## config.mk

```make
export PLATFORM = sky130hd
export DESIGN_NAME = pressure_average_scale_hysteresis
export DESIGN_NICKNAME = d
export VERILOG_FILES = /design/src/pash_pkg.sv /design/src/pash_ram.sv /design/src/pash_front.sv /design/src/pash_fifo.sv /design/src/pash_back.sv /design/src/pressure_average_scale_hysteresis.sv
export VERILOG_INCLUDE_DIRS = /design/src /design/src/src
export SDC_FILE = /design/constraint.sdc
export NUM_CORES = 2
export LEC_CHECK = 0
export BUFFER_PORTS_ARGS = -buffer_cell sky130_fd_sc_hd__buf_2
export CAP_MARGIN = 20
export CORE_MARGIN = 2
export CORE_UTILIZATION = 60
export CTS_CLUSTER_DIAMETER = 100
export DETAILED_ROUTE_END_ITERATION = 12
export PLACE_DENSITY_LB_ADDON = 0.05
export SYNTH_ARGS = -nofsm -noshare
export SYNTH_HDL_FRONTEND = slang
export SYNTH_SLANG_ARGS = --single-unit
```

## constraint.sdc

```tcl
create_clock -name i_clk -period 13.4 [get_ports i_clk]
set_input_delay 4.02 -clock i_clk [delete_from_list [all_inputs] [get_ports i_clk]]
set_output_delay 4.02 -clock i_clk [all_outputs]
set_load 0.02 [all_outputs]
```

## src/pressure_average_scale_hysteresis_macros.svh

```systemverilog
// Assertion helpers used by the top-level RTL.
`ifndef PRESSURE_AVERAGE_SCALE_HYSTERESIS_MACROS_SVH
`define PRESSURE_AVERAGE_SCALE_HYSTERESIS_MACROS_SVH

// Condition that must hold at every clock edge out of reset.
`define PASH_ASSERT_NOW(label, clk, rst_n, expr) \
    label: assert property (@(posedge clk) disable iff (!rst_n) (expr)) \
        else $error("pash: invariant violated");

// Same-cycle implication.
`define PASH_ASSERT_IMP(label, clk, rst_n, ante, cons) \
    label: assert property (@(posedge clk) disable iff (!rst_n) (ante) |-> (cons)) \
        else $error("pash: implication violated");

`endif

```

## src/pash_pkg.sv

```systemverilog
`timescale 1ns / 1ps
`default_nettype none

package pash_pkg;

    localparam int WINDOW_LOG2_DEF = 7;
    localparam int DATA_W          = 16;
    localparam int CFG_W           = 32;
    localparam int CFG_IDX_W       = 3;
    localparam int QUEUE_DEPTH     = 2;

    // Config register indexes
    localparam logic [CFG_IDX_W-1:0] CFG_SET_POINT       = 3'd0;
    localparam logic [CFG_IDX_W-1:0] CFG_HYSTERESIS      = 3'd1;
    localparam logic [CFG_IDX_W-1:0] CFG_PRESSURE_OFFSET = 3'd2;
    localparam logic [CFG_IDX_W-1:0] CFG_PRESSURE_GAIN   = 3'd3;
    localparam logic [CFG_IDX_W-1:0] CFG_TEMP_OFFSET     = 3'd4;
    localparam logic [CFG_IDX_W-1:0] CFG_TEMP_GAIN       = 3'd5;

    // Config reset values
    localparam logic [31:0] SET_POINT_RST       = 32'd43737400;
    localparam logic [31:0] HYSTERESIS_RST      = 32'd500000;
    localparam logic [15:0] PRESSURE_OFFSET_RST = 16'd1638;
    localparam logic [15:0] PRESSURE_GAIN_RST   = 16'd4577;
    localparam logic [15:0] TEMP_OFFSET_RST     = 16'd16383;
    localparam logic [15:0] TEMP_GAIN_RST       = 16'd3051;

    // Low temperature bits that carry no information
    localparam logic [15:0] TEMP_DROP_MASK = 16'h001F;

    typedef struct packed {
        logic [31:0] set_point;
        logic [31:0] hysteresis;
        logic [15:0] pressure_offset;
        logic [15:0] pressure_gain;
        logic [15:0] temp_offset;
        logic [15:0] temp_gain;
    } t_cfg;

    // Queue entry: averaged pressure and offset temperature
    typedef struct packed {
        logic [15:0] avg;
        logic [15:0] temp;
    } t_item;

    typedef struct packed {
        logic full;
        logic empty;
    } t_queue_status;

endpackage

`default_nettype wire

```

## src/pash_ram.sv

```systemverilog
`timescale 1ns / 1ps
`default_nettype none

module pash_ram #(
    parameter int WIDTH = 16,
    parameter int DEPTH = 128
) (
    input  wire logic                     i_clk,
    input  wire logic                     i_we,
    input  wire logic [$clog2(DEPTH)-1:0] i_waddr,
    input  wire logic [WIDTH-1:0]         i_wdata,
    input  wire logic [$clog2(DEPTH)-1:0] i_raddr,
    output logic      [WIDTH-1:0]         o_rdata
);

    logic [WIDTH-1:0] r_mem [DEPTH];
    logic [WIDTH-1:0] r_rdata;

    always_ff @(posedge i_clk) begin
        if (i_we) begin
            r_mem[i_waddr] <= i_wdata;
        end
        r_rdata <= r_mem[i_raddr];
    end

    assign o_rdata = r_rdata;

endmodule

`default_nettype wire

```

## src/pash_front.sv

```systemverilog
`timescale 1ns / 1ps
`default_nettype none

module pash_front import pash_pkg::*; #(
    parameter int WINDOW_LOG2 = WINDOW_LOG2_DEF
) (
    input  wire logic              i_clk,
    input  wire logic              i_rst_n,
    input  wire logic              i_valid,
    input  wire logic [DATA_W-1:0] i_pressure_raw,
    input  wire logic [DATA_W-1:0] i_temp_raw,
    input  wire t_cfg              i_cfg,
    input  wire t_queue_status     i_queue_status,
    output logic                   o_ready,
    output logic                   o_push,
    output t_item                  o_item
);

    localparam int SUM_W = DATA_W + WINDOW_LOG2;
    localparam int DEPTH = 1 << WINDOW_LOG2;

    logic [WINDOW_LOG2-1:0] r_idx, n_idx;
    logic                   r_wrapped, n_wrapped;
    logic [SUM_W-1:0]       r_sum, n_sum;
    logic [DATA_W-1:0]      ram_rdata;
    logic [DATA_W-1:0]      old_sample;
    logic [DATA_W-1:0]      sample;
    logic                   accept;

    assign o_ready = !i_queue_status.full;
    assign accept  = i_valid && o_ready;

    assign sample = i_pressure_raw - i_cfg.pressure_offset;
    // Until the ring has wrapped once, the entry at the write index is unwritten and counts as zero.
    assign old_sample = r_wrapped ? ram_rdata : '0;

    always_comb begin
        n_idx     = r_idx;
        n_wrapped = r_wrapped;
        n_sum     = r_sum;
        if (accept) begin
            n_idx = r_idx + 1'b1;
            if (&r_idx) begin
                n_wrapped = 1'b1;
            end
            n_sum = r_sum - SUM_W'(old_sample) + SUM_W'(sample);
        end
    end

    // Read address runs one step ahead so the old entry is ready at accept.
    pash_ram #(
        .WIDTH (DATA_W),
        .DEPTH (DEPTH)
    ) u_ring (
        .i_clk   (i_clk),
        .i_we    (accept),
        .i_waddr (r_idx),
        .i_wdata (sample),
        .i_raddr (n_idx),
        .o_rdata (ram_rdata)
    );

    always_ff @(posedge i_clk) begin
        if (!i_rst_n) begin
            r_idx     <= '0;
            r_wrapped <= 1'b0;
            r_sum     <= '0;
        end else begin
            r_idx     <= n_idx;
            r_wrapped <= n_wrapped;
            r_sum     <= n_sum;
        end
    end

    assign o_push      = accept;
    assign o_item.avg  = n_sum[SUM_W-1:WINDOW_LOG2];
    assign o_item.temp = (i_temp_raw & ~TEMP_DROP_MASK) - i_cfg.temp_offset;

endmodule

`default_nettype wire

```

## src/pash_fifo.sv

```systemverilog
`timescale 1ns / 1ps
`default_nettype none

module pash_fifo import pash_pkg::*; #(
    parameter int DEPTH = QUEUE_DEPTH
) (
    input  wire logic    i_clk,
    input  wire logic    i_rst_n,
    input  wire logic    i_push,
    input  wire t_item   i_item,
    input  wire logic    i_pop,
    output t_item        o_item,
    output t_queue_status o_status
);

    localparam int PTR_W   = $clog2(DEPTH);
    localparam int COUNT_W = $clog2(DEPTH + 1);

    t_item             r_slot [DEPTH];
    logic [PTR_W-1:0]  r_wr_ptr, r_rd_ptr;
    logic [COUNT_W-1:0] r_count;
    logic              do_push, do_pop;

    assign o_status.full  = (r_count == COUNT_W'(DEPTH));
    assign o_status.empty = (r_count == '0);
    assign do_push        = i_push && !o_status.full;
    assign do_pop         = i_pop && !o_status.empty;
    assign o_item         = r_slot[r_rd_ptr];

    always_ff @(posedge i_clk) begin
        if (do_push) begin
            r_slot[r_wr_ptr] <= i_item;
        end
    end

    always_ff @(posedge i_clk) begin
        if (!i_rst_n) begin
            r_wr_ptr <= '0;
            r_rd_ptr <= '0;
            r_count  <= '0;
        end else begin
            if (do_push) begin
                r_wr_ptr <= (r_wr_ptr == PTR_W'(DEPTH - 1)) ? '0 : r_wr_ptr + 1'b1;
            end
            if (do_pop) begin
                r_rd_ptr <= (r_rd_ptr == PTR_W'(DEPTH - 1)) ? '0 : r_rd_ptr + 1'b1;
            end
            if (do_push && !do_pop) begin
                r_count <= r_count + 1'b1;
            end else if (do_pop && !do_push) begin
                r_count <= r_count - 1'b1;
            end
        end
    end

endmodule

`default_nettype wire

```

## src/pash_back.sv

```systemverilog
`timescale 1ns / 1ps
`default_nettype none

module pash_back import pash_pkg::*; (
    input  wire logic   i_clk,
    input  wire logic   i_rst_n,
    input  wire t_item  i_item,
    input  wire logic   i_item_valid,
    input  wire t_cfg   i_cfg,
    input  wire logic   i_ready,
    output logic        o_pop,
    output logic        o_valid,
    output logic [31:0] o_pressure_scaled,
    output logic signed [31:0] o_temp_scaled,
    output logic        o_drive_on
);

    logic               r_m_valid;
    logic [31:0]        r_m_press;
    logic [31:0]        r_m_temp;
    logic               r_o_valid;
    logic [31:0]        r_o_press;
    logic signed [31:0] r_o_temp;
    logic               r_drive, n_drive;
    logic               adv_o, adv_m;
    logic signed [31:0] prod_press, prod_temp;
    logic [31:0]        low_edge;

    assign adv_o = !r_o_valid || i_ready;
    assign adv_m = !r_m_valid || adv_o;
    assign o_pop = i_item_valid && adv_m;

    assign prod_press = $signed(i_item.avg) * $signed(i_cfg.pressure_gain);
    assign prod_temp  = $signed(i_item.temp) * $signed(i_cfg.temp_gain);

    // Lower edge of the band wraps modulo 2^32
    assign low_edge = i_cfg.set_point - i_cfg.hysteresis;

    always_comb begin
        n_drive = r_drive;
        if (r_m_press >= i_cfg.set_point) begin
            n_drive = 1'b0;
        end else if (r_m_press <= low_edge) begin
            n_drive = 1'b1;
        end
    end

    always_ff @(posedge i_clk) begin
        if (!i_rst_n) begin
            r_m_valid <= 1'b0;
            r_o_valid <= 1'b0;
            r_drive   <= 1'b0;
        end else begin
            if (adv_m) begin
                r_m_valid <= i_item_valid;
            end
            if (adv_o) begin
                r_o_valid <= r_m_valid;
                if (r_m_valid) begin
                    r_drive <= n_drive;
                end
            end
        end
    end

    always_ff @(posedge i_clk) begin
        if (o_pop) begin
            r_m_press <= prod_press;
            r_m_temp  <= prod_temp;
        end
        if (adv_o && r_m_valid) begin
            r_o_press <= r_m_press;
            r_o_temp  <= r_m_temp;
        end
    end

    assign o_valid           = r_o_valid;
    assign o_pressure_scaled = r_o_press;
    assign o_temp_scaled     = r_o_temp;
    assign o_drive_on        = r_drive;

endmodule

`default_nettype wire

```

## src/pressure_average_scale_hysteresis.sv

```systemverilog
// Pressure moving average, gain scaling and valve hysteresis.
// Input channel: i_valid / o_ready carry one item (raw pressure, raw temperature).
// Output channel: o_valid / i_ready carry one result item per input item, in order:
//   scaled pressure average, scaled temperature and the valve drive level.
// Config: i_cfg_we writes i_cfg_data to register i_cfg_index in the cycle it is high;
//   indexes 6 and 7 are ignored. Write only while no item is in flight.
// Pipeline: the queue is written at the accepting edge, then the multiply stage,
//   then the output register.
// Throughput: one item per cycle while the queue is not full; the ring is read one
//   index ahead via its registered read port, so the sum's read-modify-write never stalls.
// Reset (synchronous, low): config back to defaults, ring counted as all zero
//   (no clearing pass; unwritten entries read as zero until the ring wraps),
//   running sum zero, drive off, queue and pipeline empty.
// Output stall: results hold in the output register; the multiply stage and a
//   two-entry queue behind it keep accepting until the queue fills, then o_ready drops.
`timescale 1ns / 1ps
`default_nettype none
`include "pressure_average_scale_hysteresis_macros.svh"

module pressure_average_scale_hysteresis import pash_pkg::*; #(
    parameter int WINDOW_LOG2 = WINDOW_LOG2_DEF
) (
    input  wire logic                 i_clk,
    input  wire logic                 i_rst_n,
    input  wire logic                 i_valid,
    output logic                      o_ready,
    input  wire logic [DATA_W-1:0]    i_pressure_raw,
    input  wire logic [DATA_W-1:0]    i_temp_raw,
    output logic                      o_valid,
    input  wire logic                 i_ready,
    output logic [31:0]               o_pressure_scaled,
    output logic signed [31:0]        o_temp_scaled,
    output logic                      o_drive_on,
    input  wire logic                 i_cfg_we,
    input  wire logic [CFG_IDX_W-1:0] i_cfg_index,
    input  wire logic [CFG_W-1:0]     i_cfg_data
);

    localparam int INFLIGHT_MAX = QUEUE_DEPTH + 2;
    localparam int INFLIGHT_W   = $clog2(INFLIGHT_MAX + 1);
    localparam logic [INFLIGHT_W-1:0] FULL_MIN = INFLIGHT_W'(QUEUE_DEPTH);

    t_cfg          r_cfg;
    t_item         front_item;
    t_item         queue_item;
    t_queue_status q_status;
    logic          q_push;
    logic          q_pop;
    logic          in_acc, out_acc;
    logic [INFLIGHT_W-1:0] r_inflight;

    // Config registers
    always_ff @(posedge i_clk) begin
        if (!i_rst_n) begin
            r_cfg.set_point       <= SET_POINT_RST;
            r_cfg.hysteresis      <= HYSTERESIS_RST;
            r_cfg.pressure_offset <= PRESSURE_OFFSET_RST;
            r_cfg.pressure_gain   <= PRESSURE_GAIN_RST;
            r_cfg.temp_offset     <= TEMP_OFFSET_RST;
            r_cfg.temp_gain       <= TEMP_GAIN_RST;
        end else if (i_cfg_we) begin
            unique case (i_cfg_index)
                CFG_SET_POINT:       r_cfg.set_point       <= i_cfg_data;
                CFG_HYSTERESIS:      r_cfg.hysteresis      <= i_cfg_data;
                CFG_PRESSURE_OFFSET: r_cfg.pressure_offset <= i_cfg_data[15:0];
                CFG_PRESSURE_GAIN:   r_cfg.pressure_gain   <= i_cfg_data[15:0];
                CFG_TEMP_OFFSET:     r_cfg.temp_offset     <= i_cfg_data[15:0];
                CFG_TEMP_GAIN:       r_cfg.temp_gain       <= i_cfg_data[15:0];
                default: ;
            endcase
        end
    end

    // Front: offset, ring update, running sum, temperature prep
    pash_front #(
        .WINDOW_LOG2 (WINDOW_LOG2)
    ) u_front (
        .i_clk          (i_clk),
        .i_rst_n        (i_rst_n),
        .i_valid        (i_valid),
        .i_pressure_raw (i_pressure_raw),
        .i_temp_raw     (i_temp_raw),
        .i_cfg          (r_cfg),
        .i_queue_status (q_status),
        .o_ready        (o_ready),
        .o_push         (q_push),
        .o_item         (front_item)
    );

    // Decoupling queue between front and back
    pash_fifo #(
        .DEPTH (QUEUE_DEPTH)
    ) u_queue (
        .i_clk    (i_clk),
        .i_rst_n  (i_rst_n),
        .i_push   (q_push),
        .i_item   (front_item),
        .i_pop    (q_pop),
        .o_item   (queue_item),
        .o_status (q_status)
    );

    // Back: gain multiplies, hysteresis, output register
    pash_back u_back (
        .i_clk             (i_clk),
        .i_rst_n           (i_rst_n),
        .i_item            (queue_item),
        .i_item_valid      (!q_status.empty),
        .i_cfg             (r_cfg),
        .i_ready           (i_ready),
        .o_pop             (q_pop),
        .o_valid           (o_valid),
        .o_pressure_scaled (o_pressure_scaled),
        .o_temp_scaled     (o_temp_scaled),
        .o_drive_on        (o_drive_on)
    );

    // Items accepted but not yet delivered
    assign in_acc  = i_valid && o_ready;
    assign out_acc = o_valid && i_ready;

    always_ff @(posedge i_clk) begin
        if (!i_rst_n) begin
            r_inflight <= '0;
        end else if (in_acc && !out_acc) begin
            r_inflight <= r_inflight + 1'b1;
        end else if (out_acc && !in_acc) begin
            r_inflight <= r_inflight - 1'b1;
        end
    end

    `PASH_ASSERT_NOW(a_inflight_bound, i_clk, i_rst_n, r_inflight <= INFLIGHT_W'(INFLIGHT_MAX))
    `PASH_ASSERT_IMP(a_out_has_item, i_clk, i_rst_n, o_valid, r_inflight != '0)
    `PASH_ASSERT_IMP(a_full_queue_count, i_clk, i_rst_n, q_status.full, r_inflight >= FULL_MIN)

endmodule

`default_nettype wire

```

Yosys cells after proc, flatten, opt, wreduce, memory -nomap -nowiden
Memories as Yosys holds them, arrays and structs flattened. A register that Yosys moved wholly into a read port is not among the register bits.
Index checks and enable logic that the tools add are counted.
{ "totals": {"inputBits": 72, "wordCells": 84, "mem_bits_rw": 2112, "memories": 2, "ff_bits": 294, "output_inout_bits": 67} }
{ "memory_table": {"columns": ["memory", "depth", "word_bits", "rd", "rd_ports_with_merged_regs", "write_ports", "line_no", "rtl"], "rows": [
  ["u_front.u_ring.r_mem", 128, 16, 1, 1, 1, "pash_ram.sv:16", "logic [WIDTH-1:0] r_mem [DEPTH];"],
  ["u_queue.r_slot", 2, 32, 1, 1, 1, "pash_fifo.sv:19", "t_item r_slot [DEPTH];"]
]} }
{ "op_classes": {"reduce_logical": 27, "n_lt_le_gt_ge": 2, "mul": 2, "mux": 15, "n_addsub": 10, "eq_ne": 6} }
{ "ops": {"columns": ["op", "n"], "rows": [
  ["16-bit by 16-bit multiplier with 32-bit output", 2],
  ["32-bit greater-or-equal comparator", 1],
  ["32-bit less-or-equal comparator", 1],
  ["16-bit subtractor", 2],
  ["32-bit subtractor", 1],
  ["23-bit by 16-bit adder with 23-bit output", 1],
  ["23-bit 2-to-1 mux", 1],
  ["23-bit by 16-bit subtractor with 23-bit output", 1],
  ["16-bit 2-to-1 mux", 1],
  ["2-bit AND reduction", 6],
  ["1-bit 2-to-1 mux", 10],
  ["8-bit AND reduction", 1],
  ["7-bit by 1-bit adder with 7-bit output, second input constant", 1],
  ["1-bit logical AND", 7],
  ["7-bit 2-to-1 mux", 1],
  ["3-bit by 2-bit == test with 1-bit output, second input constant", 2],
  ["3-bit == test, second input constant", 2],
  ["1-bit zero test", 6],
  ["2-bit 2-to-1 mux", 2],
  ["2-bit nonzero test", 2],
  ["3-bit by 1-bit == test with 1-bit output, second input constant", 1],
  ["3-bit zero test", 1],
  ["3-bit AND reduction", 1],
  ["1-bit adder, second input constant", 2],
  ["5 further kinds", 6]
]} }

Longest topological paths before layout
{ "logic_depth": {"word_depth": 8, "ltp_mapped": 26, "ltp_nobuf": 23} }

Hierarchy
A second synthesis with hierarchy kept.
{ "unflattened": {"cells_unflattened": 7051, "area_unflattened_um2": 117302.5} }
{ "by_module_without_submodules": {"columns": ["mod", "instances", "cells_each", "area_per_inst_um2", "seq_area_each_um2"], "rows": [
  ["pash_ram", 1, 3086, 78522.8, 61819.3],
  ["pash_back", 1, 2737, 26704.4, 3903.7],
  ["pressure_average_scale_hysteresis", 1, 482, 5021.1, 2562.5],
  ["pash_front", 1, 621, 4518.1, 620.6],
  ["pash_fifo", 1, 125, 2536.2, 2021.9]
]} }

Worst setup path after synthesis
No wires, ideal clock.
{ "synth_path": {"kind": "input -> register", "start": "input port i_pressure_raw[0]", "end": "memory u_queue.r_slot[0][31] in the netlist's numbering (data pin)", "path_stages": 21, "setup_ns": 0.272, "arrival_time_ns": 11.799, "n_path_buf": 0, "slack_ns": 1.329, "required_time_ns": 13.128, "cell_sequence": "inv_1 > ha_1 > inv_1 > fa_1 > a21o_1 > a21oi_1 > o21bai_1 > a31o_2 > a311o_1 > a31oi_1 > o21ai_0 > xor2_1 > fa_1 > ha_1 > or3_1 > o211ai_1 > o211ai_1 > a41o_1 > nand3_1 > nor3b_1 > xnor2_1"} }
{ "synth_lines": {"columns": ["item", "line_no", "rtl"], "rows": [
  ["start, declared", "pressure_average_scale_hysteresis.sv:27", "input wire logic [DATA_W-1:0] i_pressure_raw,"],
  ["end, declared", "pash_fifo.sv:19", null]
]} }

==> summary.md <==
| Metric | Value |
|---|---|
| H-tree levels | 4 |
| Router iterations before antenna repair | 8 |
| Synth top area cells | edfxtp_1 56%, fa_1 9.1%, mux4_2 5.7% |
| Max-slew headroom | 0.1285 |
| DRC errors left | 0 |
| Bufs on Longest Clock Path | 3 |
| Worst reg-to-reg setup slack | 5300 ps |
| Finished Layout Cells | 11325 |
| Max-cap violations | 0 |
| Outcome | complete, no violations |
| # nets final | 9373 |
| Total Routing Usage GR | 0.2983 |
| Clk pin slew, worst setup/hold paths | 60 ps |
| Syn. warnings | 0 |
| Simple-Gate Fraction of Synth Area | 0.05916 |
| Post-Syn Area per Cell | 14.38 um2 |
| Chip Height | 451.0 um |
| Post-CTS Setup Repair Bufs | 0 |
| Clk Tree Root Cell | clkbuf_16 |
| FILL cells | 14038 |
| R2R Path End | u_back.r_m_press[31] |
| Hold Crit Class | flip-flop to flip-flop |
| CP required | 13960 ps |
| List of most frequent post-synthesis cells | 2240 x edfxtp_1, 730 x inv_1, 662 x nand2_1 |
| Compound-Gate Fraction of Synth Area | 0.09947 |
| Cells on worst reg2reg path | 21 |
| Tcrit/Tclk final | 0.6728 |
| Hold Crit Depth | 0 |
| Via density per instance | 6.486 |
| Post-Syn Nets | 9257 |
| Post-layout min period | 9016 ps |
| Cts repair resizes | 0 |
| Placement Setup Slack | 3559 ps |
| Starting DRC count in detailed routing | 7728 |
| Most frequent cell after synthesis | edfxtp_1 |
| Total number of vias | 73457 |
| Sinks on Clock Net | 2423 |
| EDFF count, synth | 2240 |
| P&R area growth vs syn | 10.07% |
| Synth async-reset ratio | 0 |
| First-pass GRT wire length | 457400 um |
| Setup ws final | 4384 ps |
| Worst setup path class | input pin to flip-flop |
| Seq/Total Area, Yosys | 0.5917 |
| Startpoint of the worst hold path | u_back.r_m_temp[10] |
| Synth Area in Adders | 0.1229 |
| Clk_skew | 89.82 ps |
| WL met3 | 22680 um |
| Final Max Tran Viols | 0 |
| Top layer in use | met5 |
| Routed met2 length | 147700 um |
| Hold Buf Count CTS | 0 |
| Setup TNS | 0 ps |
| Initial Util | 0.6016 |
| Fmax | 110.9 MHz |
| Main combinational cell family by area after synthesis | adder cells |
| Sequential cell area | 70930 um2 |
| CP startpoint | i_pressure_raw[0] |
| Syn Inst Count | 8333 |
| Synth Flop Type | edfxtp_1 |
| Register bit total from synthesis | 2423 |
| CTS tree | built |
| Area of the multi-input gates | 44340 um2 |
| Final setup vio count | 0 |
| Mux cell area share after synthesis | 0.07492 |
| Die footprint | 203400 um2 |
| Placed insts | 10862 |
| Max Fanout on Critical Path | 42 |
| I/O pins | 139 |
| CP arrival | 9580 ps |
| Largest net degree at the start of global routing | 193 |
| Cts bufs inserted | 240 |
| Final ANT Viol Nets | 0 |
| Worst slew pin tran | 1298 ps |
| RSZ-0062 raised after global routing | false |
| Clock Latency Late Sink | 940 ps |
| Worst hold margin | 415.2 ps |
| Cell variety after synth | 78 |
| Post-synth top area share | 0.5611 |
| Core area | 199200 um2 |
| Placer congestion estimate | 0.8825 |
| Setup crit end kind | flip-flop |
| IO Port Bufs | 133 |
| Vias in the first global route | 74070 |
| HPWL Detailed | 188300 um |
| Drt wl/cell | 26.81 um |
| XOR/XNOR Fraction of Synth Area | 0.01117 |
| Antenna violations before repair | 13 |
| Die W | 451.0 um |
| Drt total wl | 303600 um |
| Critical path launch point type | input pin |
| Worst Hold Path EP | u_back.o_temp_scaled[10] |
| Final hold vios | 0 |
| DRT met1 WL | 119800 um |
| Row Count | 164 |
| Grt ovf | 0 |
| Leading area contributor after synthesis | edfxtp_1 |
| Synthesized area | 119900 um2 |
| Share of cells above drive strength 1 | 0.1309 |
-- placed cells by master (no fill, tap or decap), types with 45 or more instances in the layout --
cell type	count
o211ai_1	57
clkinv_1	58
inv_1	725
nand2_1	661
mux2i_1	166
a21o_1	70
ha_1	310
clkbuf_1	45
fa_1	541
xnor2_1	92
o21ai_0	151
buf_4	230
clkinv_2	54
o221ai_1	495
edfxtp_1	2240
mux4_2	306
dfxtp_1	182
buf_2	134
nor2_1	284
nand3_1	117
a21oi_1	337
clkbuf_16	243
a221o_1	116
o22ai_1	122
and2_1	239
-- worst max path at each step --
stage               depth (start not counted)                     to  slack, ps
floorplan                                  21  u_queue.r_slot[0][31]       1330
global placement                           23  u_queue.r_slot[0][31]       3620
detailed placement                         23  u_queue.r_slot[1][31]       3560
CTS                                        23  u_queue.r_slot[0][31]       4460
global route                               23  u_queue.r_slot[0][31]       4080
finish                                     23  u_queue.r_slot[0][31]       4380
-- critical path: stages --
cell and delay [ps]:
buf_2 130, inv_1 60, ha_1 170, inv_1 60, fa_4 470, a21o_1 200
a21oi_1 290, o21bai_1 130, a31o_2 280, a311o_1 330, a31oi_1 160, o21ai_0 210
xor2_4 180, buf_4 420, fa_1 510, ha_1 400, and4_1 210, o21ai_0 120
o211ai_1 280, a41o_1 280, a21oi_1 80, nor3b_1 420, xnor2_1 150
-- routing by layer --
metal	vias up	GRT usage
met5	-	0
li1	31770	-
met4	8	0.1241
met3	595	0.04662
met1	37966	0.4055
met2	3118	0.4848
-- state kept, by name, summed over array words and instances (netlist names), 2 cells and up, named ones only --
signal	cells
u_front.r_idx	7
u_back.r_m_press	32
u_back.r_m_temp	32
u_back.o_pressure_scaled	32
u_queue.r_count	2
u_front.u_ring.r_mem	2048
u_front.r_sum	23
u_queue.r_slot	64
u_back.o_temp_scaled	32
u_front.u_ring.o_rdata	16
r_cfg	128
-- area by class of cell --
| type | instances | area share |
|---|---|---|
| Inverter | 732 | 0.02092 |
| Sequential cell | 2423 | 0.5376 |
| Clock buffer | 296 | 0.04820 |
| Multi-Input combinational cell | 4677 | 0.3361 |
| Timing Repair Buffer | 375 | 0.01990 |
| Clock inverter | 161 | 0.01203 |
| Tap cell | 2656 | 0.02519 |
| Antenna cell | 5 | 0.00009483 |
-- through the flow --
step | utilization | area (um2)
floorplan | - | 119900
global placement | 0.6221 | 123900
detailed placement | 0.6222 | 124000
CTS | 0.6621 | 131900
global route | 0.6622 | 131900
finish | 0.6622 | 131900
-- logic make-up after synthesis --
group	Yosys count
buf+inv	1233
fa+ha+maj	852
simple gates	1536
xor+xnor	149
compound gates	1630
flops	2423
mux	510
Power is not shown: default switching activity piles up to over one toggle a cycle in this logic, so the estimate is an artifact.
